## config.mk

```make
export PLATFORM = sky130hd
export DESIGN_NAME = sorted_timer_event_queue
export DESIGN_NICKNAME = d
export VERILOG_FILES = /design/src/stq_pkg.sv /design/src/stq_ctrl.sv /design/src/stq_datapath.sv /design/src/sorted_timer_event_queue.sv
export SDC_FILE = /design/constraint.sdc
export NUM_CORES = 2
export LEC_CHECK = 0
export BUFFER_PORTS_ARGS = -buffer_cell sky130_fd_sc_hd__buf_2
export CAP_MARGIN = 20
export CELL_PAD_IN_SITES_DETAIL_PLACEMENT = 0
export CELL_PAD_IN_SITES_GLOBAL_PLACEMENT = 2
export CORE_MARGIN = 3
export CORE_UTILIZATION = 43
export DETAILED_ROUTE_END_ITERATION = 10
export PLACE_DENSITY_LB_ADDON = 0.1
export SYNTH_ARGS = -nofsm -noshare
export SYNTH_HDL_FRONTEND = slang
export SYNTH_SLANG_ARGS = --single-unit
```

## constraint.sdc

```tcl
create_clock -name clk -period 9.8 [get_ports clk]
set_clock_uncertainty 0.15 [all_clocks]
set_input_delay 0.49 -clock clk [delete_from_list [all_inputs] [get_ports clk]]
set_output_delay 0.49 -clock clk [all_outputs]
set_load 0.005 [all_outputs]
```

## src/stq_pkg.sv

```systemverilog
// ----------------------------------------------------------------------------
// Sorted timer event queue package
// Shared types, result codes and defaults for the timer queue.
// ----------------------------------------------------------------------------
package stq_pkg;

  localparam int unsigned DefDepth    = 16;
  localparam int unsigned DefTimeBits = 48;
  localparam int unsigned DefTagBits  = 16;
  localparam int unsigned CmdBits     = 2;
  localparam int unsigned DelayBits   = 32;
  localparam int unsigned HandleBits  = 4;
  localparam int unsigned KindBits    = 3;

  typedef enum logic [CmdBits-1:0] {
    CMD_RUN     = 2'd0,
    CMD_SET_REL = 2'd1,
    CMD_SET_ABS = 2'd2,
    CMD_CANCEL  = 2'd3
  } cmd_t;

  typedef enum logic [KindBits-1:0] {
    KIND_SET_OK    = 3'd0,
    KIND_SET_FULL  = 3'd1,
    KIND_CANCELLED = 3'd2,
    KIND_NOT_FOUND = 3'd3,
    KIND_FIRED     = 3'd4,
    KIND_WAIT      = 3'd5,
    KIND_EMPTY     = 3'd6
  } kind_t;

  typedef enum logic [2:0] {
    ST_IDLE,
    ST_EXEC,
    ST_RUN,
    ST_DONE
  } state_t;

  // Commands from the controller to the datapath.
  typedef struct packed {
    logic load;    // capture the input word
    logic exec;    // perform a set or cancel and emit its result
    logic pop;     // emit the head as fired and remove it
    logic finish;  // emit wait or empty, last
  } ctl_cmd_t;

  // Status from the datapath to the controller.
  typedef struct packed {
    logic is_run;
    logic head_expired;
  } ctl_sts_t;

endpackage

```

## src/stq_ctrl.sv

```systemverilog
// ----------------------------------------------------------------------------
// Timer queue controller
// Sequences one command word through load, execute and the run pop loop.
// ----------------------------------------------------------------------------
module stq_ctrl (
  input  logic              clk,
  input  logic              rst_n,
  input  logic              start,
  output logic              busy,
  input  stq_pkg::ctl_sts_t sts,
  output stq_pkg::ctl_cmd_t cmd
);
  import stq_pkg::*;

  state_t state_r, state_nxt;

  always_ff @(posedge clk) begin
    if (!rst_n) begin
      state_r <= ST_IDLE;
    end else begin
      state_r <= state_nxt;
    end
  end

  always_comb begin
    state_nxt = state_r;
    case (state_r)
      ST_IDLE: begin
        if (start) state_nxt = ST_EXEC;
      end
      ST_EXEC: begin
        if (sts.is_run) state_nxt = ST_RUN;
        else state_nxt = ST_IDLE;
      end
      ST_RUN: begin
        if (!sts.head_expired) state_nxt = ST_DONE;
      end
      ST_DONE: state_nxt = ST_IDLE;
      default: state_nxt = ST_IDLE;
    endcase
  end

  always_comb begin
    cmd  = '0;
    busy = 1'b1;
    case (state_r)
      ST_IDLE: begin
        busy     = 1'b0;
        cmd.load = start;
      end
      ST_EXEC: cmd.exec = !sts.is_run;
      ST_RUN:  cmd.pop = sts.head_expired;
      ST_DONE: cmd.finish = 1'b1;
      default: cmd = '0;
    endcase
  end

endmodule

```

## src/stq_datapath.sv

```systemverilog
// ----------------------------------------------------------------------------
// Timer queue datapath
// Sorted slot registers with shift insert and remove, handle map and result
// register.
// ----------------------------------------------------------------------------
module stq_datapath #(
  parameter int unsigned DEPTH     = stq_pkg::DefDepth,
  parameter int unsigned TIME_BITS = stq_pkg::DefTimeBits,
  parameter int unsigned TAG_BITS  = stq_pkg::DefTagBits
) (
  input  logic                            clk,
  input  logic                            rst_n,
  input  stq_pkg::ctl_cmd_t               cmd,
  output stq_pkg::ctl_sts_t               sts,
  input  logic [stq_pkg::CmdBits-1:0]     in_command,
  input  logic [TIME_BITS-1:0]            in_now_us,
  input  logic [stq_pkg::DelayBits-1:0]   in_delay_us,
  input  logic [TIME_BITS-1:0]            in_deadline_us,
  input  logic [TAG_BITS-1:0]             in_tag,
  input  logic [stq_pkg::HandleBits-1:0]  in_handle,
  output logic                            out_valid,
  output logic [stq_pkg::KindBits-1:0]    out_kind,
  output logic [stq_pkg::HandleBits-1:0]  out_handle,
  output logic [TAG_BITS-1:0]             out_tag,
  output logic [TIME_BITS-1:0]            out_wait_us,
  output logic                            out_last
);
  import stq_pkg::*;

  localparam int unsigned IdxBits = (DEPTH > 1) ? $clog2(DEPTH) : 1;
  localparam int unsigned CntBits = $clog2(DEPTH + 1);

  logic [TIME_BITS-1:0]  dl_r [DEPTH];
  logic [TAG_BITS-1:0]   tg_r [DEPTH];
  logic [IdxBits-1:0]    hd_r [DEPTH];
  logic [DEPTH-1:0]      busy_r;
  logic [CntBits-1:0]    cnt_r;

  logic [CmdBits-1:0]    cmd_r;
  logic [TIME_BITS-1:0]  now_r;
  logic [TIME_BITS-1:0]  key_r;
  logic [TAG_BITS-1:0]   tag_r;
  logic [HandleBits-1:0] hin_r;

  logic                  ov_r;
  logic [KindBits-1:0]   kind_r;
  logic [HandleBits-1:0] ho_r;
  logic [TAG_BITS-1:0]   to_r;
  logic [TIME_BITS-1:0]  wo_r;
  logic                  last_r;

  logic [TIME_BITS:0]    rel_sum;
  logic [TIME_BITS-1:0]  key_nxt;
  logic [DEPTH-1:0]      le_vec;
  logic [DEPTH-1:0]      hit_vec;
  logic [DEPTH-1:0]      free_vec;
  logic [IdxBits-1:0]    free_idx;
  logic                  free_any;
  logic                  full;
  logic                  can_ok;
  logic                  head_exp;
  logic                  do_ins;
  logic                  do_rem;
  logic [DEPTH-1:0]      rem_vec;

  assign rel_sum = {1'b0, in_now_us} + TIME_BITS'(in_delay_us);
  assign key_nxt = (in_command == CMD_SET_REL) ?
                   (rel_sum[TIME_BITS] ? '1 : rel_sum[TIME_BITS-1:0]) : in_deadline_us;

  always_comb begin
    free_idx = '0;
    free_any = 1'b0;
    free_vec = ~busy_r;
    for (int i = DEPTH - 1; i >= 0; i--) begin
      if (free_vec[i]) begin
        free_idx = IdxBits'(i);
        free_any = 1'b1;
      end
    end
  end

  always_comb begin
    for (int i = 0; i < DEPTH; i++) begin
      le_vec[i]  = (CntBits'(i) < cnt_r) && (dl_r[i] <= key_r);
      hit_vec[i] = (CntBits'(i) < cnt_r) && (HandleBits'(hd_r[i]) == hin_r);
    end
  end

  assign full     = (cnt_r >= CntBits'(DEPTH)) || !free_any;
  assign can_ok   = (32'(hin_r) < DEPTH) && (|hit_vec);
  assign head_exp = (cnt_r != '0) && (dl_r[0] < now_r);
  assign do_ins   = cmd.exec && (cmd_r != CMD_CANCEL) && !full;
  assign do_rem   = (cmd.exec && (cmd_r == CMD_CANCEL) && can_ok) || cmd.pop;

  // Slots at and beyond the removed one, all but the last, take their upper neighbour.
  always_comb begin
    logic seen;
    seen = 1'b0;
    for (int i = 0; i < DEPTH; i++) begin
      seen = seen | (cmd.pop ? (i == 0) : hit_vec[i]);
      rem_vec[i] = seen;
    end
  end

  assign sts.is_run       = (cmd_r == CMD_RUN);
  assign sts.head_expired = head_exp;

  always_ff @(posedge clk) begin
    if (cmd.load) begin
      cmd_r <= in_command;
      now_r <= in_now_us;
      key_r <= key_nxt;
      tag_r <= in_tag;
      hin_r <= in_handle;
    end
    for (int i = 0; i < DEPTH; i++) begin
      if (do_ins) begin
        if (!le_vec[i]) begin
          if (i == 0 || le_vec[(i == 0) ? 0 : i - 1]) begin
            dl_r[i] <= key_r;
            tg_r[i] <= tag_r;
            hd_r[i] <= free_idx;
          end else begin
            dl_r[i] <= dl_r[(i == 0) ? 0 : i - 1];
            tg_r[i] <= tg_r[(i == 0) ? 0 : i - 1];
            hd_r[i] <= hd_r[(i == 0) ? 0 : i - 1];
          end
        end
      end else if (do_rem && rem_vec[i] && i + 1 < DEPTH) begin
        dl_r[i] <= dl_r[(i + 1 < DEPTH) ? i + 1 : i];
        tg_r[i] <= tg_r[(i + 1 < DEPTH) ? i + 1 : i];
        hd_r[i] <= hd_r[(i + 1 < DEPTH) ? i + 1 : i];
      end
    end
    ho_r <= '0;
    to_r <= '0;
    wo_r <= '0;
    kind_r <= KIND_EMPTY;
    if (cmd.exec) begin
      if (cmd_r == CMD_CANCEL) begin
        kind_r <= can_ok ? KIND_CANCELLED : KIND_NOT_FOUND;
        ho_r   <= hin_r;
      end else if (full) begin
        kind_r <= KIND_SET_FULL;
      end else begin
        kind_r <= KIND_SET_OK;
        ho_r   <= HandleBits'(free_idx);
      end
    end else if (cmd.pop) begin
      kind_r <= KIND_FIRED;
      ho_r   <= HandleBits'(hd_r[0]);
      to_r   <= tg_r[0];
    end else if (cmd.finish && cnt_r != '0) begin
      kind_r <= KIND_WAIT;
      wo_r   <= dl_r[0] - now_r;
    end
    last_r <= cmd.exec || cmd.finish;
  end

  always_ff @(posedge clk) begin
    if (!rst_n) begin
      busy_r <= '0;
      cnt_r  <= '0;
      ov_r   <= 1'b0;
    end else begin
      ov_r <= cmd.exec || cmd.pop || cmd.finish;
      if (do_ins) begin
        busy_r[free_idx] <= 1'b1;
        cnt_r <= cnt_r + 1'b1;
      end else if (do_rem) begin
        busy_r[cmd.pop ? hd_r[0] : IdxBits'(hin_r)] <= 1'b0;
        cnt_r <= cnt_r - 1'b1;
      end
    end
  end

  assign out_valid   = ov_r;
  assign out_kind    = kind_r;
  assign out_handle  = ho_r;
  assign out_tag     = to_r;
  assign out_wait_us = wo_r;
  assign out_last    = last_r;

endmodule

```

## src/sorted_timer_event_queue.sv

```systemverilog
// ----------------------------------------------------------------------------
// Sorted timer event queue
// Holds pending timers sorted by deadline; sets, cancels and fires them.
//
//   channel  handshake          payload
//   input    start / busy       in_command, in_now_us, in_delay_us,
//                               in_deadline_us, in_tag, in_handle
//   result   out_valid strobe   out_kind, out_handle, out_tag, out_wait_us,
//                               out_last
//
// A set or cancel word passes through the execute state and back to idle.
// A run word passes through execute, the pop loop and done; the pop loop in the
// controller removes one head slot a cycle.
// Reset clears the count and handle map; slot contents need no reset.
// The receiver cannot stall: each result shows for one cycle only.
// ----------------------------------------------------------------------------
module sorted_timer_event_queue #(
  parameter int unsigned DEPTH     = stq_pkg::DefDepth,
  parameter int unsigned TIME_BITS = stq_pkg::DefTimeBits,
  parameter int unsigned TAG_BITS  = stq_pkg::DefTagBits
) (
  input  logic                            clk,
  input  logic                            rst_n,
  input  logic                            start,
  output logic                            busy,
  input  logic [stq_pkg::CmdBits-1:0]     in_command,
  input  logic [TIME_BITS-1:0]            in_now_us,
  input  logic [stq_pkg::DelayBits-1:0]   in_delay_us,
  input  logic [TIME_BITS-1:0]            in_deadline_us,
  input  logic [TAG_BITS-1:0]             in_tag,
  input  logic [stq_pkg::HandleBits-1:0]  in_handle,
  output logic                            out_valid,
  output logic [stq_pkg::KindBits-1:0]    out_kind,
  output logic [stq_pkg::HandleBits-1:0]  out_handle,
  output logic [TAG_BITS-1:0]             out_tag,
  output logic [TIME_BITS-1:0]            out_wait_us,
  output logic                            out_last
);
  import stq_pkg::*;

  ctl_cmd_t cmd;
  ctl_sts_t sts;

  stq_ctrl u_ctrl (
    .clk   (clk),
    .rst_n (rst_n),
    .start (start),
    .busy  (busy),
    .sts   (sts),
    .cmd   (cmd)
  );

  stq_datapath #(
    .DEPTH     (DEPTH),
    .TIME_BITS (TIME_BITS),
    .TAG_BITS  (TAG_BITS)
  ) u_dp (
    .clk            (clk),
    .rst_n          (rst_n),
    .cmd            (cmd),
    .sts            (sts),
    .in_command     (in_command),
    .in_now_us      (in_now_us),
    .in_delay_us    (in_delay_us),
    .in_deadline_us (in_deadline_us),
    .in_tag         (in_tag),
    .in_handle      (in_handle),
    .out_valid      (out_valid),
    .out_kind       (out_kind),
    .out_handle     (out_handle),
    .out_tag        (out_tag),
    .out_wait_us    (out_wait_us),
    .out_last       (out_last)
  );

endmodule
```

==> reports/results.txt <==
met2 wire len: 133 mm
final setup margin: 3190 ps
clk sinks: 1,302
I/O Pins: 227
Worst EP required: 10,110 ps
core area: 191,000 sq um
Initial Utilization: 43.4%
fin. max-slew vios: 0
worst-margin pin slew: 1240 ps
DRT iter0 DRCs: 5,477
Leakage: 39.4 nW
routed vias/inst: 6.00
status: finished, final reports clean
endpoints failing setup: 0
CTS tree: done
crit path time final: 6610 ps
initial antenna violation count: 9
post-synthesis sequential area ratio: 46.1%
Cell variety after synth: 82
insertion delay to the later sink of the worst-skew pair: 840 ps
Detail Route Antenna Nets: 0
Async SR Flop Fraction: 0%
synth cell count leaders: edfxtp_1 (1,206), mux2i_1 (951), a21oi_1 (880)
Place WS: 3310 ps
reported net switching power: 0.00444 W
die area: 197,000 sq um
setup_tns: 0 ps
leading area contributor after synthesis: edfxtp_1
startpoint types: flip-flop
mean area per synthesized cell: 10.4 sq um
relative slew slack: 16.8%
DIE WIDTH: 444 um
largest net degree at the start of global routing: 117
fmax: 0.151 GHz
Reg power frac: 44.4%
Clock power frac: 39.1%
Total Wirelength: 291 mm
total CTS buffers: 158
Final HPWL DP: 211 mm
Die Ht: 444 um
GRT Overall Usage: 28.9%
final global-route overflow total: 0
uppermost layer routed: met5
CTS clock-pin slew for the worst setup and hold paths: 60 ps
Hold Vio Cnt, Final: 0
WL/cell: 26.9 um
Worst Path Max Fanout: 48
Area contributors post-synth: edfxtp_1 (44%), ha_1 (12%), mux2i_1 (12%)
Layout fillers: 17,800
most common cell in the netlist: edfxtp_1
Post-synth EDFFs: 1,206
Tcrit/Tclk final: 67.4%
first-pass GRT wire length: 430 mm
ratio of cells with drive above 1 in the final layout: 9.09%
gpl congestion: 0.880
Arr. time, crit path: 6910 ps
max-cap violation count: 0
YS warnings: 0
Core Rows: 160
PD cells: 165 nW/um^2
M1 WL: 133 mm
synthesized flop and latch total: 1,302
post-synth top area share: 43.8%
DRC Markers: 0
critical path class: flip-flop to flip-flop
Area growth, synth to finish: 12.8%
router iterations before antenna repair: 7
via count: 64,900
switch share: 28.9%
root buf cell: clkbuf_16
H-tree depth: 4
cell count after synthesis: 7,945
syn_nets: 8,903
wire length on met3: 15.8 mm
Hold WC Path Type: primary input to flip-flop
Net count, final: 9,124
CP endpoint kind: flip-flop
PortBufs: 226
Comb pwr share: 16.5%
RSZ-0062 raised after global routing: false
Synth Cell Area: 82,600 sq um
vias in the first global route: 64,100
VDD IR max: 0.151 mV
Pint: 0.0109 W
Most used DFF post-synth: edfxtp_1
Clock Tree Buf Depth: 3
-- worst max-delay path, cell delays in order (launching register included) --
cell and delay (ps):
dfxtp_1 460, nor3_2 500, a21boi_1 940, nor2_1 160, nor3_1 490, nand3_1 340, o31ai_1 1030, nor2_1 170
nor2_4 760, nand2_4 560, buf_4 570
-- cells by family after synthesis --
logic type	synth area share, %
AOI/OAI and AO/OA	14.4
xor gates and xnor gates	1.52
adders and majority gates	12.2
buffers and inverters	3.13
DFF	46.1
muxes	12.1
and+or+nand+nor	10.5
-- final timing paths --
path	slack, ps	to	cells after the start	start
max	3190	u_dp.dl_r[0][100]$_DFFE_PP_	10	u_dp.cnt_r[2]$_SDFFE_PN0P_
min reg2reg	320	u_dp.out_tag[2]$_SDFF_PP0_	1	u_dp.tg_r[0][2]$_DFFE_PP_
min	110	u_dp.key_r[1]$_DFFE_PP_	4	in_delay_us[1]
max reg2reg	3190	u_dp.dl_r[0][100]$_DFFE_PP_	10	u_dp.cnt_r[2]$_SDFFE_PN0P_
-- power groups by stage --
stage               clock network [W]  logic (W)  registers, W
global route                  0.00631    0.00281       0.00686
floorplan                           0    0.00171       0.00678
global placement                    0    0.00241       0.00694
finish                        0.00601    0.00253       0.00683
CTS                           0.00611    0.00252       0.00682
detailed placement                  0    0.00247       0.00694
-- metal layers --
metal	track usage, %	up-vias
li1	-	30100
met1	41.0	32600
met2	46.2	1863
met3	3.58	337
met4	8.44	2
met5	0	-
-- placed cells by master (no fill, tap or decap), drive strengths merged, types with 34 or more instances in the layout --
master,count
xor2,58
a21oi,880
dfxtp,96
ha,803
dlygate4sd3,121
a211oi,39
nand2,686
inv,181
nand3,78
buf,397
nor3,59
a21o,181
clkbuf,215
mux2,42
edfxtp,1206
nand4,154
nor2b,47
o211ai,34
xnor2,85
mux2i,951
clkinv,50
nand2b,34
o21ai,673
nor2,791
-- flip-flops by register name, indices dropped and copies added (netlist names) --
register and count:
u_dp.now_r 48, u_dp.out_wait_us 48, u_dp.tag_r 16, u_dp.cmd_r 2
u_dp.key_r 48, u_dp.out_kind 3, u_dp.cnt_r 5, u_dp.hd_r 64
u_dp.dl_r 768, u_dp.out_valid 1, u_dp.out_tag 16, u_dp.tg_r 256
u_dp.hin_r 4, u_dp.out_last 1, u_dp.busy_r 16, u_ctrl.state_r 2
u_dp.out_handle 4
-- area by class of cell --
| class | count | area, sq um | area share, % |
|---|---|---|---|
| Multi-Input combinational cell | 6010 | 42400 | 45.5 |
| Clock buffer | 215 | 4300 | 4.62 |
| Sequential cell | 1302 | 38100 | 40.9 |
| Inverter | 176 | 663 | 0.712 |
| Timing Repair Buffer | 518 | 3690 | 3.96 |
| Clock inverter | 72 | 852 | 0.914 |
| Tap cell | 2511 | 3140 | 3.37 |
| Antenna cell | 6 | 15.0 | 0.0161 |
-- timing repair --
action / 4_1_cts / 5_1_grt
hold endpoints to repair: 138 / 0
setup buffers: 0 / 0
hold buffers: 121 / 0
endpoints found under the setup margin: 0 / 0
gates resized for setup: 0 / 0
-- stage by stage --
stage / area, sq um / std cells / total power [W] / util [%] / hold WS, ps
2_1_floorplan: 82600 / 7945 / 0.00849 / - / 297
3_3_place_gp: 86700 / 10400 / 0.00935 / 45.5 / 308
3_5_place_dp: 86800 / 10400 / 0.00941 / 45.5 / 312
4_1_cts: 93100 / 10800 / 0.0155 / 48.9 / 45.9
5_1_grt: 93200 / 10800 / 0.0160 / 48.9 / 116
6_report: 93200 / 10800 / 0.0154 / 48.9 / 110
No activity file was read; power rests on OpenSTA's default activity.
